[src/design/abhp_pkg.sv]
// ============================================================================
// Audio block header parser: shared package
// Types, codes and fixed limits used by the front end, the queue and the
// back end of the block header parser and gap tracker.
// ============================================================================
package abhp_pkg;

  // Field widths
  localparam int unsigned BYTE_W   = 8;
  localparam int unsigned RATE_W   = 19;
  localparam int unsigned CHAN_W   = 4;
  localparam int unsigned TIME_W   = 64;
  localparam int unsigned LEN_W    = 24;
  localparam int unsigned DUR_W    = 24;
  localparam int unsigned GAP_W    = 64;
  localparam int unsigned SEEN_W   = 25;
  localparam int unsigned DIV_W    = 34;
  localparam int unsigned OUT_W    = 216;

  // Protocol limits
  localparam int unsigned RATE_MAX        = 384000;
  localparam int unsigned CHAN_MAX        = 8;
  localparam int unsigned MS_PER_SEC      = 1000;
  localparam int unsigned VARINT_MAX_BYTES = 10;
  localparam logic [SEEN_W-1:0] SEEN_MAX  = '1;
  localparam logic [DUR_W-1:0]  DUR_MAX   = '1;
  localparam logic [LEN_W-1:0]  MAX_BLOCK_RESET = 24'h100000;

  // Register map: index bit of the byte address
  localparam logic REG_MAX_BLOCK = 1'b0;

  // Result kinds
  localparam logic KIND_PAYLOAD = 1'b0;
  localparam logic KIND_REPORT  = 1'b1;

  typedef enum logic [2:0] {
    PH_RATE, PH_CHAN, PH_TIME, PH_LEN, PH_DATA, PH_SKIP
  } phase_e;

  typedef enum logic [1:0] {
    ST_OK    = 2'd0,
    ST_TRUNC = 2'd1,
    ST_PROTO = 2'd2
  } status_e;

  typedef enum logic [2:0] {
    B_IDLE, B_DIV1, B_START2, B_DIV2, B_GAP, B_EMIT
  } back_state_e;

  // Work for one input byte, handed from the front end to the back end
  typedef struct packed {
    logic               has_byte;
    logic [BYTE_W-1:0]  body_byte;
    logic               has_report;
    status_e            status;
    logic [RATE_W-1:0]  rate;
    logic [CHAN_W-1:0]  chan;
    logic [TIME_W-1:0]  stamp;
    logic [LEN_W-1:0]   len;
  } entry_t;

endpackage

[src/design/audio_block_header_parser_gap_tracker_core.sv]
// ============================================================================
// Audio block header parser and gap tracker
// Parses audio block bodies byte by byte, forwards payload bytes and reports
// status, header, duration and accumulated timestamp gap per block.
// ============================================================================
//
// Channel   Direction  Transaction
// s_axis    in         one body byte; tlast marks the end of the block
// m_axis    out        payload byte or end-of-block report; tuser is the kind
// APB       in/out     max_block_bytes register at byte address 0
//
// Header and payload bytes are taken at one per cycle while the work queue
// has room; payload bytes leave at one per cycle while the result stream is
// not stalled and no report is being worked out. An end-of-block report for a
// good block is worked out in the back end by two passes of the 34-step
// bit-serial divider. Reports for failed blocks skip the divider. Queue depth is QUEUE_DEPTH.
// Reset is asynchronous and active low; no clearing pass is needed.
// A stalled result stream fills the queue and then stalls input.
module audio_block_header_parser_gap_tracker_core #(
  parameter int unsigned QUEUE_DEPTH = 4
) (
  input  logic         clk_i,
  input  logic         rst_ni,
  // Input stream
  input  logic         s_axis_tvalid,
  output logic         s_axis_tready,
  input  logic [7:0]   s_axis_tdata,   // [7:0] body_byte
  input  logic         s_axis_tlast,   // end_of_block
  // Result stream
  output logic         m_axis_tvalid,
  input  logic         m_axis_tready,
  // [7:0] pcm_byte, [9:8] status, [28:10] rate_hz, [32:29] channel_count,
  // [96:33] block_time, [120:97] payload_length, [144:121] duration_ms,
  // [208:145] gap_total, [215:209] zero
  output logic [215:0] m_axis_tdata,
  output logic         m_axis_tlast,   // final_result
  output logic         m_axis_tuser,   // [0] kind
  // Configuration
  input  logic         psel,
  input  logic         penable,
  input  logic         pwrite,
  input  logic [2:0]   paddr,
  input  logic [31:0]  pwdata,
  output logic [31:0]  prdata,
  output logic         pready
);
  import abhp_pkg::*;

  logic               full;
  logic               empty;
  logic               push;
  logic               pop;
  logic               accept;
  entry_t             push_entry;
  entry_t             head;
  logic [LEN_W-1:0]   max_block_q;

  assign s_axis_tready = !full;
  assign accept        = s_axis_tvalid && s_axis_tready;

  // Configuration register
  assign pready = 1'b1;
  assign prdata = (paddr[2] == REG_MAX_BLOCK) ? {8'd0, max_block_q} : 32'd0;

  always_ff @(posedge clk_i or negedge rst_ni) begin
    if (!rst_ni) begin
      max_block_q <= MAX_BLOCK_RESET;
    end else if (psel && penable && pwrite && pready && (paddr[2] == REG_MAX_BLOCK)) begin
      max_block_q <= pwdata[LEN_W-1:0];
    end
  end

  abhp_front u_front (
    .clk_i          (clk_i),
    .rst_ni         (rst_ni),
    .accept_i       (accept),
    .body_byte_i    (s_axis_tdata),
    .end_of_block_i (s_axis_tlast),
    .max_block_i    (max_block_q),
    .push_o         (push),
    .entry_o        (push_entry)
  );

  abhp_queue #(
    .DEPTH (QUEUE_DEPTH)
  ) u_queue (
    .clk_i   (clk_i),
    .rst_ni  (rst_ni),
    .push_i  (push),
    .data_i  (push_entry),
    .full_o  (full),
    .pop_i   (pop),
    .empty_o (empty),
    .data_o  (head)
  );

  abhp_back u_back (
    .clk_i         (clk_i),
    .rst_ni        (rst_ni),
    .head_i        (head),
    .empty_i       (empty),
    .pop_o         (pop),
    .m_axis_tvalid (m_axis_tvalid),
    .m_axis_tready (m_axis_tready),
    .m_axis_tdata  (m_axis_tdata),
    .m_axis_tlast  (m_axis_tlast),
    .m_axis_tuser  (m_axis_tuser)
  );

endmodule

[src/design/abhp_front.sv]
// ============================================================================
// Audio block header parser: front end
// Parses the block header one accepted byte per cycle, checks ranges, counts
// payload bytes and turns payload bytes and block ends into back-end work entries.
// ============================================================================
module abhp_front (
  input  logic                      clk_i,
  input  logic                      rst_ni,
  input  logic                      accept_i,
  input  logic [7:0]                body_byte_i,
  input  logic                      end_of_block_i,
  input  logic [23:0]               max_block_i,
  output logic                      push_o,
  output abhp_pkg::entry_t          entry_o
);
  import abhp_pkg::*;

  phase_e              phase_q, phase_d;
  logic [63:0]         acc_q, acc_d;
  logic [3:0]          cnt_q, cnt_d;
  logic [RATE_W-1:0]   rate_q, rate_d;
  logic                rate_ok_q, rate_ok_d;
  logic [7:0]          chan_q, chan_d;
  logic [TIME_W-1:0]   stamp_q, stamp_d;
  logic [LEN_W-1:0]    len_q, len_d;
  logic [SEEN_W-1:0]   seen_q, seen_d;
  logic                err_q, err_d;

  logic [6:0]          shamt;
  logic [63:0]         merged;
  logic                chan_ok;
  logic                len_ok;
  status_e             status;

  // Varint byte placed at seven bits per byte already taken
  assign shamt   = 7'({3'b000, cnt_q} * 7'd7);
  assign merged  = acc_q | ({57'd0, body_byte_i[6:0]} << shamt);
  assign chan_ok = (chan_q != 8'd0) && (chan_q <= 8'(CHAN_MAX));
  assign len_ok  = (merged != 64'd0) && (merged <= {40'd0, max_block_i});

  // Parser next state and work entry
  always_comb begin
    phase_d   = phase_q;
    acc_d     = acc_q;
    cnt_d     = cnt_q;
    rate_d    = rate_q;
    rate_ok_d = rate_ok_q;
    chan_d    = chan_q;
    stamp_d   = stamp_q;
    len_d     = len_q;
    seen_d    = seen_q;
    err_d     = err_q;
    status    = ST_OK;
    push_o    = 1'b0;
    entry_o   = '0;
    if (accept_i) begin
      unique case (phase_q)
        PH_RATE, PH_TIME, PH_LEN: begin
          if (cnt_q == 4'(VARINT_MAX_BYTES)) begin
            err_d   = 1'b1;
            phase_d = PH_SKIP;
          end else if (!body_byte_i[7]) begin
            acc_d = '0;
            cnt_d = '0;
            if (phase_q == PH_RATE) begin
              rate_d    = merged[RATE_W-1:0];
              rate_ok_d = (merged != 64'd0) && (merged <= 64'(RATE_MAX));
              phase_d   = PH_CHAN;
            end else if (phase_q == PH_TIME) begin
              stamp_d = merged;
              phase_d = PH_LEN;
            end else begin
              len_d = merged[LEN_W-1:0];
              if (!(rate_ok_q && chan_ok && len_ok)) begin
                err_d   = 1'b1;
                phase_d = PH_SKIP;
              end else begin
                phase_d = PH_DATA;
                seen_d  = '0;
              end
            end
          end else begin
            acc_d = merged;
            cnt_d = cnt_q + 4'd1;
          end
        end
        PH_CHAN: begin
          chan_d  = body_byte_i;
          phase_d = PH_TIME;
        end
        PH_DATA: begin
          if (seen_q != SEEN_MAX) begin
            seen_d = seen_q + 1'b1;
          end
        end
        PH_SKIP: begin
        end
        default: begin
          phase_d = PH_RATE;
        end
      endcase

      entry_o.has_byte  = (phase_q == PH_DATA);
      entry_o.body_byte = body_byte_i;

      // End of block: status from the state after this byte, then restart
      if (end_of_block_i) begin
        if (err_d) begin
          status = ST_PROTO;
        end else if (phase_d == PH_DATA) begin
          status = (seen_d == {1'b0, len_d}) ? ST_OK : ST_PROTO;
        end else begin
          status = ST_TRUNC;
        end
        entry_o.has_report = 1'b1;
        entry_o.status     = status;
        entry_o.rate       = rate_d;
        entry_o.chan       = chan_d[CHAN_W-1:0];
        entry_o.stamp      = stamp_d;
        entry_o.len        = len_d;
        phase_d = PH_RATE;
        acc_d   = '0;
        cnt_d   = '0;
        seen_d  = '0;
        err_d   = 1'b0;
      end
      push_o = entry_o.has_byte || entry_o.has_report;
    end
  end

  // Parser control state
  always_ff @(posedge clk_i or negedge rst_ni) begin
    if (!rst_ni) begin
      phase_q <= PH_RATE;
      acc_q   <= '0;
      cnt_q   <= '0;
      seen_q  <= '0;
      err_q   <= 1'b0;
    end else begin
      phase_q <= phase_d;
      acc_q   <= acc_d;
      cnt_q   <= cnt_d;
      seen_q  <= seen_d;
      err_q   <= err_d;
    end
  end

  // Held header fields
  always_ff @(posedge clk_i) begin
    rate_q    <= rate_d;
    rate_ok_q <= rate_ok_d;
    chan_q    <= chan_d;
    stamp_q   <= stamp_d;
    len_q     <= len_d;
  end

endmodule

[src/design/abhp_queue.sv]
// ============================================================================
// Audio block header parser: work queue
// Short first-in first-out queue of work entries between front and back end.
// ============================================================================
module abhp_queue #(
  parameter int unsigned DEPTH = 4
) (
  input  logic              clk_i,
  input  logic              rst_ni,
  input  logic              push_i,
  input  abhp_pkg::entry_t  data_i,
  output logic              full_o,
  input  logic              pop_i,
  output logic              empty_o,
  output abhp_pkg::entry_t  data_o
);
  import abhp_pkg::*;

  localparam int unsigned PTR_W = (DEPTH > 1) ? $clog2(DEPTH) : 1;
  localparam int unsigned CNT_W = $clog2(DEPTH + 1);
  localparam logic [PTR_W-1:0] LAST = PTR_W'(DEPTH - 1);

  entry_t            mem_q [DEPTH];
  logic [PTR_W-1:0]  wr_q, rd_q;
  logic [CNT_W-1:0]  cnt_q;

  assign full_o  = (cnt_q == CNT_W'(DEPTH));
  assign empty_o = (cnt_q == '0);
  assign data_o  = mem_q[rd_q];

  // Storage
  always_ff @(posedge clk_i) begin
    if (push_i) begin
      mem_q[wr_q] <= data_i;
    end
  end

  // Pointers and fill count
  always_ff @(posedge clk_i or negedge rst_ni) begin
    if (!rst_ni) begin
      wr_q  <= '0;
      rd_q  <= '0;
      cnt_q <= '0;
    end else begin
      if (push_i) begin
        wr_q <= (wr_q == LAST) ? '0 : wr_q + 1'b1;
      end
      if (pop_i) begin
        rd_q <= (rd_q == LAST) ? '0 : rd_q + 1'b1;
      end
      if (push_i && !pop_i) begin
        cnt_q <= cnt_q + 1'b1;
      end else if (pop_i && !push_i) begin
        cnt_q <= cnt_q - 1'b1;
      end
    end
  end

endmodule

[src/design/abhp_div.sv]
// ============================================================================
// Audio block header parser: divider
// Restoring divider, one quotient bit per cycle; done pulses for one cycle
// when the quotient is ready.
// ============================================================================
module abhp_div (
  input  logic                        clk_i,
  input  logic                        rst_ni,
  input  logic                        start_i,
  input  logic [abhp_pkg::DIV_W-1:0]  dividend_i,
  input  logic [abhp_pkg::RATE_W-1:0] divisor_i,
  output logic                        done_o,
  output logic [abhp_pkg::DIV_W-1:0]  quotient_o
);
  import abhp_pkg::*;

  localparam int unsigned STEP_W = $clog2(DIV_W + 1);

  logic [DIV_W-1:0]  quo_q;
  logic [RATE_W-1:0] rem_q;
  logic [RATE_W-1:0] den_q;
  logic [STEP_W-1:0] step_q;
  logic              busy_q;
  logic              done_q;
  logic [RATE_W:0]   trial;
  logic              fits;

  // One restoring step
  assign trial = {rem_q, quo_q[DIV_W-1]};
  assign fits  = (trial >= {1'b0, den_q});

  assign done_o     = done_q;
  assign quotient_o = quo_q;

  // Datapath
  always_ff @(posedge clk_i) begin
    if (start_i) begin
      quo_q <= dividend_i;
      rem_q <= '0;
      den_q <= divisor_i;
    end else if (busy_q) begin
      quo_q <= {quo_q[DIV_W-2:0], fits};
      rem_q <= fits ? RATE_W'(trial - {1'b0, den_q}) : trial[RATE_W-1:0];
    end
  end

  // Step counter
  always_ff @(posedge clk_i or negedge rst_ni) begin
    if (!rst_ni) begin
      step_q <= '0;
      busy_q <= 1'b0;
      done_q <= 1'b0;
    end else begin
      done_q <= 1'b0;
      if (start_i) begin
        step_q <= STEP_W'(DIV_W);
        busy_q <= 1'b1;
      end else if (busy_q) begin
        step_q <= step_q - 1'b1;
        if (step_q == STEP_W'(1)) begin
          busy_q <= 1'b0;
          done_q <= 1'b1;
        end
      end
    end
  end

endmodule

[src/design/abhp_back.sv]
// ============================================================================
// Audio block header parser: back end
// Drains work entries, forwards payload bytes, works out block duration and
// gap total for good blocks and drives the result stream register.
// ============================================================================
module abhp_back (
  input  logic                        clk_i,
  input  logic                        rst_ni,
  input  abhp_pkg::entry_t            head_i,
  input  logic                        empty_i,
  output logic                        pop_o,
  output logic                        m_axis_tvalid,
  input  logic                        m_axis_tready,
  output logic [abhp_pkg::OUT_W-1:0]  m_axis_tdata,
  output logic                        m_axis_tlast,
  output logic                        m_axis_tuser
);
  import abhp_pkg::*;

  back_state_e        state_q, state_d;
  entry_t             rep_q;
  logic [DIV_W-1:0]   prod_q;
  logic [DIV_W-1:0]   dur_q;
  logic [GAP_W-1:0]   gap_q;
  logic [TIME_W-1:0]  exp_q;
  logic               primed_q;

  logic               out_valid_q;
  logic [OUT_W-1:0]   out_data_q;
  logic               out_last_q;
  logic               out_user_q;

  logic               load_ok;
  logic               out_load;
  logic [OUT_W-1:0]   out_data;
  logic               out_last;
  logic               out_user;
  logic               latch;
  logic               div_start;
  logic [DIV_W-1:0]   div_dividend;
  logic [RATE_W-1:0]  div_divisor;
  logic               div_done;
  logic [DIV_W-1:0]   div_quot;
  logic [DUR_W-1:0]   dur_sat;
  logic               rep_ok;

  assign load_ok = !out_valid_q || m_axis_tready;
  assign dur_sat = (dur_q > DIV_W'(DUR_MAX)) ? DUR_MAX : dur_q[DUR_W-1:0];
  assign rep_ok  = (rep_q.status == ST_OK);

  abhp_div u_div (
    .clk_i      (clk_i),
    .rst_ni     (rst_ni),
    .start_i    (div_start),
    .dividend_i (div_dividend),
    .divisor_i  (div_divisor),
    .done_o     (div_done),
    .quotient_o (div_quot)
  );

  // Sequencer outputs
  always_comb begin
    pop_o        = 1'b0;
    out_load     = 1'b0;
    out_data     = '0;
    out_last     = 1'b0;
    out_user     = KIND_PAYLOAD;
    latch        = 1'b0;
    div_start    = 1'b0;
    div_dividend = '0;
    div_divisor  = '0;
    unique case (state_q)
      B_IDLE: begin
        if (!empty_i) begin
          if (head_i.has_byte) begin
            if (load_ok) begin
              out_load = 1'b1;
              out_data = OUT_W'(head_i.body_byte);
              out_last = !head_i.has_report;
              pop_o    = 1'b1;
            end
          end else begin
            pop_o = 1'b1;
          end
          if (pop_o && head_i.has_report) begin
            latch = 1'b1;
            if (head_i.status == ST_OK) begin
              div_start    = 1'b1;
              div_dividend = DIV_W'(head_i.len);
              div_divisor  = RATE_W'({head_i.chan, 1'b0});
            end
          end
        end
      end
      B_START2: begin
        div_start    = 1'b1;
        div_dividend = prod_q;
        div_divisor  = rep_q.rate;
      end
      B_EMIT: begin
        if (load_ok) begin
          out_load = 1'b1;
          out_last = 1'b1;
          out_user = KIND_REPORT;
          if (rep_ok) begin
            out_data = {7'd0, gap_q, dur_sat, rep_q.len, rep_q.stamp, rep_q.chan,
                        rep_q.rate, rep_q.status, 8'd0};
          end else begin
            out_data = {7'd0, gap_q, 135'd0, rep_q.status, 8'd0};
          end
        end
      end
      default: begin
      end
    endcase
  end

  // Sequencer next state
  always_comb begin
    state_d = state_q;
    unique case (state_q)
      B_IDLE: begin
        if (pop_o && head_i.has_report) begin
          state_d = (head_i.status == ST_OK) ? B_DIV1 : B_EMIT;
        end
      end
      B_DIV1: begin
        if (div_done) begin
          state_d = B_START2;
        end
      end
      B_START2: state_d = B_DIV2;
      B_DIV2: begin
        if (div_done) begin
          state_d = B_GAP;
        end
      end
      B_GAP: state_d = B_EMIT;
      B_EMIT: begin
        if (load_ok) begin
          state_d = B_IDLE;
        end
      end
      default: state_d = B_IDLE;
    endcase
  end

  // Report working registers
  always_ff @(posedge clk_i) begin
    if (latch) begin
      rep_q <= head_i;
    end
    if (state_q == B_DIV1 && div_done) begin
      prod_q <= DIV_W'(div_quot[LEN_W-1:0]) * DIV_W'(MS_PER_SEC);
    end
    if (state_q == B_DIV2 && div_done) begin
      dur_q <= div_quot;
    end
  end

  // Sequencer state and gap tracking
  always_ff @(posedge clk_i or negedge rst_ni) begin
    if (!rst_ni) begin
      state_q  <= B_IDLE;
      gap_q    <= '0;
      exp_q    <= '0;
      primed_q <= 1'b0;
    end else begin
      state_q <= state_d;
      if (state_q == B_GAP && primed_q && (rep_q.stamp > exp_q)) begin
        gap_q <= gap_q + (rep_q.stamp - exp_q);
      end
      if (state_q == B_EMIT && out_load && rep_ok) begin
        exp_q    <= rep_q.stamp + TIME_W'(dur_q);
        primed_q <= 1'b1;
      end
    end
  end

  // Result register
  always_ff @(posedge clk_i or negedge rst_ni) begin
    if (!rst_ni) begin
      out_valid_q <= 1'b0;
    end else if (out_load) begin
      out_valid_q <= 1'b1;
    end else if (m_axis_tready) begin
      out_valid_q <= 1'b0;
    end
  end

  always_ff @(posedge clk_i) begin
    if (out_load) begin
      out_data_q <= out_data;
      out_last_q <= out_last;
      out_user_q <= out_user;
    end
  end

  assign m_axis_tvalid = out_valid_q;
  assign m_axis_tdata  = out_data_q;
  assign m_axis_tlast  = out_last_q;
  assign m_axis_tuser  = out_user_q;

`ifndef NO_ASSERTIONS
  a_div_done_in_div: assert property (@(posedge clk_i) disable iff (!rst_ni)
    div_done |-> (state_q == B_DIV1 || state_q == B_DIV2))
    else $error("divider finished outside a divide state");

  a_primed_sticks: assert property (@(posedge clk_i) disable iff (!rst_ni)
    primed_q |=> primed_q)
    else $error("primed flag cleared");

  a_bad_block_keeps_gap: assert property (@(posedge clk_i) disable iff (!rst_ni)
    (state_q == B_EMIT && out_load && !rep_ok) |=> ($stable(gap_q) && $stable(exp_q)))
    else $error("failed block changed gap tracking state");

  a_load_only_when_free: assert property (@(posedge clk_i) disable iff (!rst_ni)
    (out_valid_q && !m_axis_tready) |-> !out_load)
    else $error("result register overwritten while stalled");
`endif

endmodule

[config.mk]
export PLATFORM = sky130hd
export DESIGN_NAME = audio_block_header_parser_gap_tracker_core
export DESIGN_NICKNAME = d
export VERILOG_FILES = /design/src/design/abhp_pkg.sv /design/src/design/audio_block_header_parser_gap_tracker_core.sv /design/src/design/abhp_front.sv /design/src/design/abhp_queue.sv /design/src/design/abhp_div.sv /design/src/design/abhp_back.sv
export SDC_FILE = /design/constraint.sdc
export NUM_CORES = 2
export LEC_CHECK = 0
export ABC_AREA = 1
export BUFFER_PORTS_ARGS = -buffer_cell sky130_fd_sc_hd__clkbuf_2
export CORE_AREA = 10 10 453 322
export DETAILED_ROUTE_END_ITERATION = 10
export DIE_AREA = 0 0 463 332
export MAX_ROUTING_LAYER = met4
export PLACE_DENSITY = 0.69
export SLEW_MARGIN = 20
export SYNTH_ARGS = -nofsm -noshare
export SYNTH_HDL_FRONTEND = slang
export SYNTH_SLANG_ARGS = --single-unit
[constraint.sdc]
create_clock -name clk_i -period 7.1 [get_ports clk_i]
set_input_delay 0.355 -clock clk_i [delete_from_list [all_inputs] [get_ports clk_i]]
set_output_delay 0.355 -clock clk_i [all_outputs]
set_load 0.005 [all_outputs]
# == Word-level counts from Yosys, hierarchy flattened ==
# Memory sizes are Yosys's and may differ from the RTL's.
# Cells that the tools add are included.
# word_totals
ff_bits,853
mem_bits_rw,492
in_bits,51
out_inout_bits,253
wordCells,244
n_memories,1
# op_classes
n_addsub,11
n_mul,2
order_cmp,6
eq_ne,23
n_shift,1
mux,117
n_bitwise,4
reduce_logical,43
# mem_list
memory,words,width,rd,rd_clocked_by_memory_dff,wr,line_no,rtl
u_queue.mem_q,4,123,1,0,1,abhp_queue.sv:23,entry_t mem_q [DEPTH];
# op_table
operator,count
$mux W64,9
$mux W216,2
$pmux W216 S2,1
$mux W114,2
$mux W24,9
$mux W209,1
$mux W25,8
$mux W145,1
$mux W34,4
$mux W19,7
$mux W123,1
$pmux W34 S2,1
$add A64 B34 Y64,1
$add A64 B64 Y64,1
$gt A64 B64 Y1,1
$le A64 B19 Y1 const B,1
$le A64 B24 Y1,1
$or A64 B64 Y64,1
$reduce_bool A64 Y1,1
$shl A7 B7 Y64,1
$sub A64 B64 Y64,1
$pmux W25 S2,1
$mux W3,13
$pmux W19 S2,1
45 further kinds,137

# == Longest topological paths before layout ==
# depth
depth_word,25
depth_mapped,30
ltp_nobuf,27

# == By module ==
# From an unflattened synthesis, not the netlist that was laid out.
# unflattened
hier_cells,8616
hier_area_um2,75232.2
# modules_own_cells
module,instances,cells_each,area_each_um2,seq_area_each_um2
abhp_back,1,4602,36381.1,15009.4
abhp_queue,1,1487,19944.1,14949.3
abhp_front,1,1760,12926.1,5910.7
abhp_div,1,595,4700.8,2172.1
audio_block_header_parser_gap_tracker_core,1,172,1280.0,601.8

# == Least setup slack after synthesis ==
# Ideal clock, no wire load.
# synth_timing
kind,flip-flop to flip-flop
startpoint,reg u_front.phase_q[2]
endpoint,"mem u_queue.mem_q[0][0] in the netlist's numbering, enable pin"
setup_ns,0.607
arrival_ns,6.540
required_ns,6.493
setup_slack_ns,-0.047
path_stages_with_launch,7
n_path_buf,0
period_less_slack_ns,7.147
path_cell_list,dfrtp_1 -> inv_1 -> nor3_2 -> clkinv_1 -> nor2_1 -> nor2_1 -> nor2_1
# synth_between
elab_chain_cells,5
# synth_rtl
item,line_no,rtl
start: declaration,abhp_front.sv:18,"phase_e phase_q, phase_d;"
start signal: assignment,abhp_front.sv:140,phase_q <= phase_d;
$eq A3 B3 Y1,abhp_front.sv:103,entry_o.has_byte = (phase_q == PH_DATA);
$logic_or A1 B1 Y1,abhp_front.sv:127,push_o = entry_o.has_byte || entry_o.has_report;
$mux W1,abhp_front.sv:56,if (accept_i) begin
$mux W1,abhp_queue.sv:33,if (push_i) begin
$mux W1 (not written as such),abhp_queue.sv:34,mem_q[wr_q] <= data_i;
end: declaration,abhp_queue.sv:23,
# Every way passes these cells.

# == Worst setup path after layout ==
# layout_timing
startpoint,"reg u_back.u_div.quo_q[2], in the netlist u_back.u_div.quotient_o[2]"
endpoint,"reg u_back.prod_q[28], data pin"
# layout_between
elab_chain_cells,1
# layout_rtl
item,line_no,rtl
start: declaration,abhp_div.sv:19,logic [DIV_W-1:0] quo_q;
start signal: assignment,abhp_div.sv:38,quo_q <= dividend_i;
start signal: assignment,abhp_div.sv:42,"quo_q <= {quo_q[DIV_W-2:0], fits};"
$mul A24 B7 Y31,abhp_back.sv:154,prod_q <= DIV_W'(div_quot[LEN_W-1:0]) * DIV_W'(MS_PER_SEC);
end signal: assignment,abhp_back.sv:154,
end: declaration,abhp_back.sv:22,logic [DIV_W-1:0] prod_q;
# Every way passes these cells.
# A chain may end at the register's enable or synchronous reset.

==> metrics.md <==
| Metric | Value |
|---|---|
| RSZ-0062 raised after global routing | `no` |
| Cell Area, Synth | `0.0681 sq mm` |
| Period utilisation layout | `73.7%` |
| R2R Setup Slk | `1.86 ns` |
| Grt ovf | `0` |
| Clk pin slew, worst setup/hold paths | `0.06 ns` |
| Number of global-route vias before repair | `47000` |
| CTS tree | `done` |
| Final GP Congestion | `0.979` |
| Critical Path Fanout Max | `8` |
| FMAX | `0.191 GHz` |
| Max-slew violation count | `0` |
| Type of the worst min-delay path | `primary input to asynchronous set/reset pin` |
| Min setup slack post-route | `1.86 ns` |
| Startpoint types | `flop` |
| Layout cell share with drive strength beyond 1 | `8.60%` |
| Synth Register Bits | `1338` |
| Mapped Avg Cell Area | `10.0 sq um` |
| Drt via density | `5.49` |
| Drt first-iter violations | `5388` |
| Pre-CTS WS | `1.89 ns` |
| Clock Latency Late Sink | `0.80 ns` |
| FP Rows | `114` |
| Slew headroom | `21.3%` |
| EDFF count, synth | `1050` |
| Initial DRT Pass Iterations | `6` |
| Sequential-to-total area share from yosys stat | `56.7%` |
| Die Span X | `463 microns` |
| I/O pin count | `304` |
| Most frequent cells in the layout | `1050 x edfxtp_1, 1022 x nor2_1, 970 x inv_1` |
| Post-DP HPWL | `139 mm` |
| Commonest non-fill, non-tap cell in the layout | `edfxtp_1` |
| Reg-to-reg endpoint | `u_back.prod_q[28]` |
| Via Count | `49700` |
| GRT Total Usage | `25.0%` |
| CP Class | `flop to flop` |
| Slew @ Worst Pin | `1.17 ns` |
| Final WL | `191 mm` |
| Routed Antenna Nets | `0` |
| Max Clock Skew | `0.0296 ns` |
| H-tree depth | `4` |
| Die area | `0.154 sq mm` |
| Clock Root Buffer | `clkbuf_16` |
| Starting Density | `49.7%` |
| Core footprint | `0.137 sq mm` |
| Die H | `332 microns` |
| Maxcap violations | `0` |
| Post-CTS Resized | `0` |
| WP data required | `7.64 ns` |
| Synth Flop Type | `edfxtp_1` |
| Status | `finished, final reports clean` |
| Ys async rst share | `20.1%` |
| Crit path DAT | `5.77 ns` |
| Crit end category | `flop` |
| Count of cell types in the netlist | `68` |
| Clock Tree Buf Depth | `3` |
| RR Startpoint | `u_back.u_div.quotient_o[2]` |
| Synthesized instance count | `6811` |
| DRC viols | `0` |
| Wire length per cell | `21.1 microns` |
| First-pass GRT wire length | `291 mm` |
| Synthesis Warnings | `0` |
| Clk sinks | `1338` |
| Layout area overhead | `11.8%` |
| Largest net degree at the start of global routing | `189` |
| Period minus WS final | `5.24 ns` |
| Initial antenna violation count | `7` |
| IO buf count | `277` |
| Worst Reg2Reg Path Length in Cells | `21` |
| # setup viols final | `0` |
| Inserted Clock Buffers | `134` |
| Crit path to | `u_back.prod_q[28]` |
| Final Hold Fails | `0` |
| CP Launch Point | `u_back.u_div.quotient_o[2]` |
| Fin nets | `7570` |
[timing repair]
item                                    4_1_cts  5_1_grt
hold endpoints to repair                    103        0
endpoints found under the setup margin        0        0
setup buffers                                 0        0
hold buffers                                 31        0
[stage by stage]
step	instances	area, sq um	utilization, %	hold WS [ns]	TNS (ns)
floorplan	6825	68200	-	0.0594	-23.08
global placement	8771	71500	52.1	0.392	0
detailed placement	8771	71500	52.1	0.399	0
CTS	9046	76200	55.5	0.0954	0
global route	9049	76200	55.5	0.156	0
finish	9049	76200	55.5	0.143	0
[worst min path at each step]
stage,to,from,depth (start not counted)
after detailed placement,u_back.u_div.step_q[5],rst_ni,1
after floorplan,max_block_q[0],rst_ni,0
after global placement,u_back.u_div.step_q[5],rst_ni,1
after CTS,u_queue.mem_q[2][117],s_axis_tdata[3],3
final,u_back.u_div.step_q[2],rst_ni,2
after global routing,u_back.u_div.step_q[2],rst_ni,2
[flip-flops by register name (all words and copies together) (netlist names), 25 cells and up]
name	flops
u_queue.mem_q	492
u_back.m_axis_tdata	209
u_back.rep_q	113
u_back.exp_q	64
u_back.gap_q	64
u_front.acc_q	64
u_front.stamp_q	64
u_back.dur_q	34
u_back.u_div.quotient_o	34
u_back.prod_q	31
u_front.seen_q	25
[metal layers]
layer	part of all wire, %	GRT usage (%)	vias to the layer above
li1	-	-	23500
met1	47	37.6	24000
met2	41	33.4	2036
met3	11	7.30	213
met4	1.8	5.14	0
met5	0	-	-
[synthesized netlist by cell type (7+ instances only)]
cell / instances / share of area [%]
a211oi_1: 30 / 0.33
a21boi_0: 10 / 0.11
a21oi_1: 358 / 2.6
a22o_1: 12 / 0.15
a22oi_1: 22 / 0.24
a31oi_1: 42 / 0.39
buf_1: 9 / 0.050
buf_4: 21 / 0.23
clkbuf_1: 204 / 1.1
clkinv_1: 10 / 0.055
dfrtp_1: 268 / 9.8
dfxtp_1: 19 / 0.56
edfxtp_1: 1050 / 46
fa_1: 152 / 4.5
ha_1: 285 / 5.2
inv_1: 974 / 5.4
inv_2: 12 / 0.066
nand2_1: 872 / 4.8
nand3_1: 161 / 1.2
nand4_1: 41 / 0.38
nor2_1: 1032 / 5.7
nor3_1: 68 / 0.50
nor4_1: 28 / 0.26
o211ai_1: 8 / 0.088
o21a_1: 19 / 0.21
o21ai_0: 642 / 4.7
o21ai_1: 32 / 0.24
o21bai_1: 8 / 0.088
o221ai_1: 7 / 0.090
o22ai_1: 146 / 1.3
or2_2: 30 / 0.28
xnor2_1: 67 / 0.86
xor2_1: 97 / 1.2
[cells by family after synthesis]
kind of cell,Yosys count,synth area share [%]
and+or+nand+nor,2253,13.3
AOI/OAI and AO/OA,1376,11.1
DFF,1338,56.7
buffers and inverters,1240,7.01
adders and majority gates,437,9.70
xor gates and xnor gates,164,2.11
other,2,0.0110
muxes,1,0.0165
[worst max-delay path: stages, from the launching register on]
cell	delay, ns
edfxtp_1	0.57
fa_1	0.59
inv_1	0.06
fa_1	0.48
fa_1	0.52
inv_1	0.06
fa_1	0.46
ha_1	0.24
a211o_1	0.27
o21ai_0	0.13
o21bai_1	0.10
a21o_1	0.18
nand3_1	0.07
nand2_1	0.16
nand2_1	0.10
nand2_1	0.08
nand2_1	0.07
nand2_1	0.07
a21oi_1	0.24
o21ai_0	0.21
a21oi_1	0.22
xnor2_1	0.08
[area by class of cell]
type | count | area, sq um
fill | 11800 | 61000
clock inverter | 66 | 726
multi-input combinational | 4247 | 24900
inverter | 997 | 3760
clock buffer | 178 | 3630
sequential | 1338 | 38600
antenna | 3 | 7.51
tap | 1856 | 2320
timing repair buffer | 364 | 2220
Power is left out: the tool's default activity adds up to more than one toggle a clock period on the data nets, which glitch-free logic cannot reach.
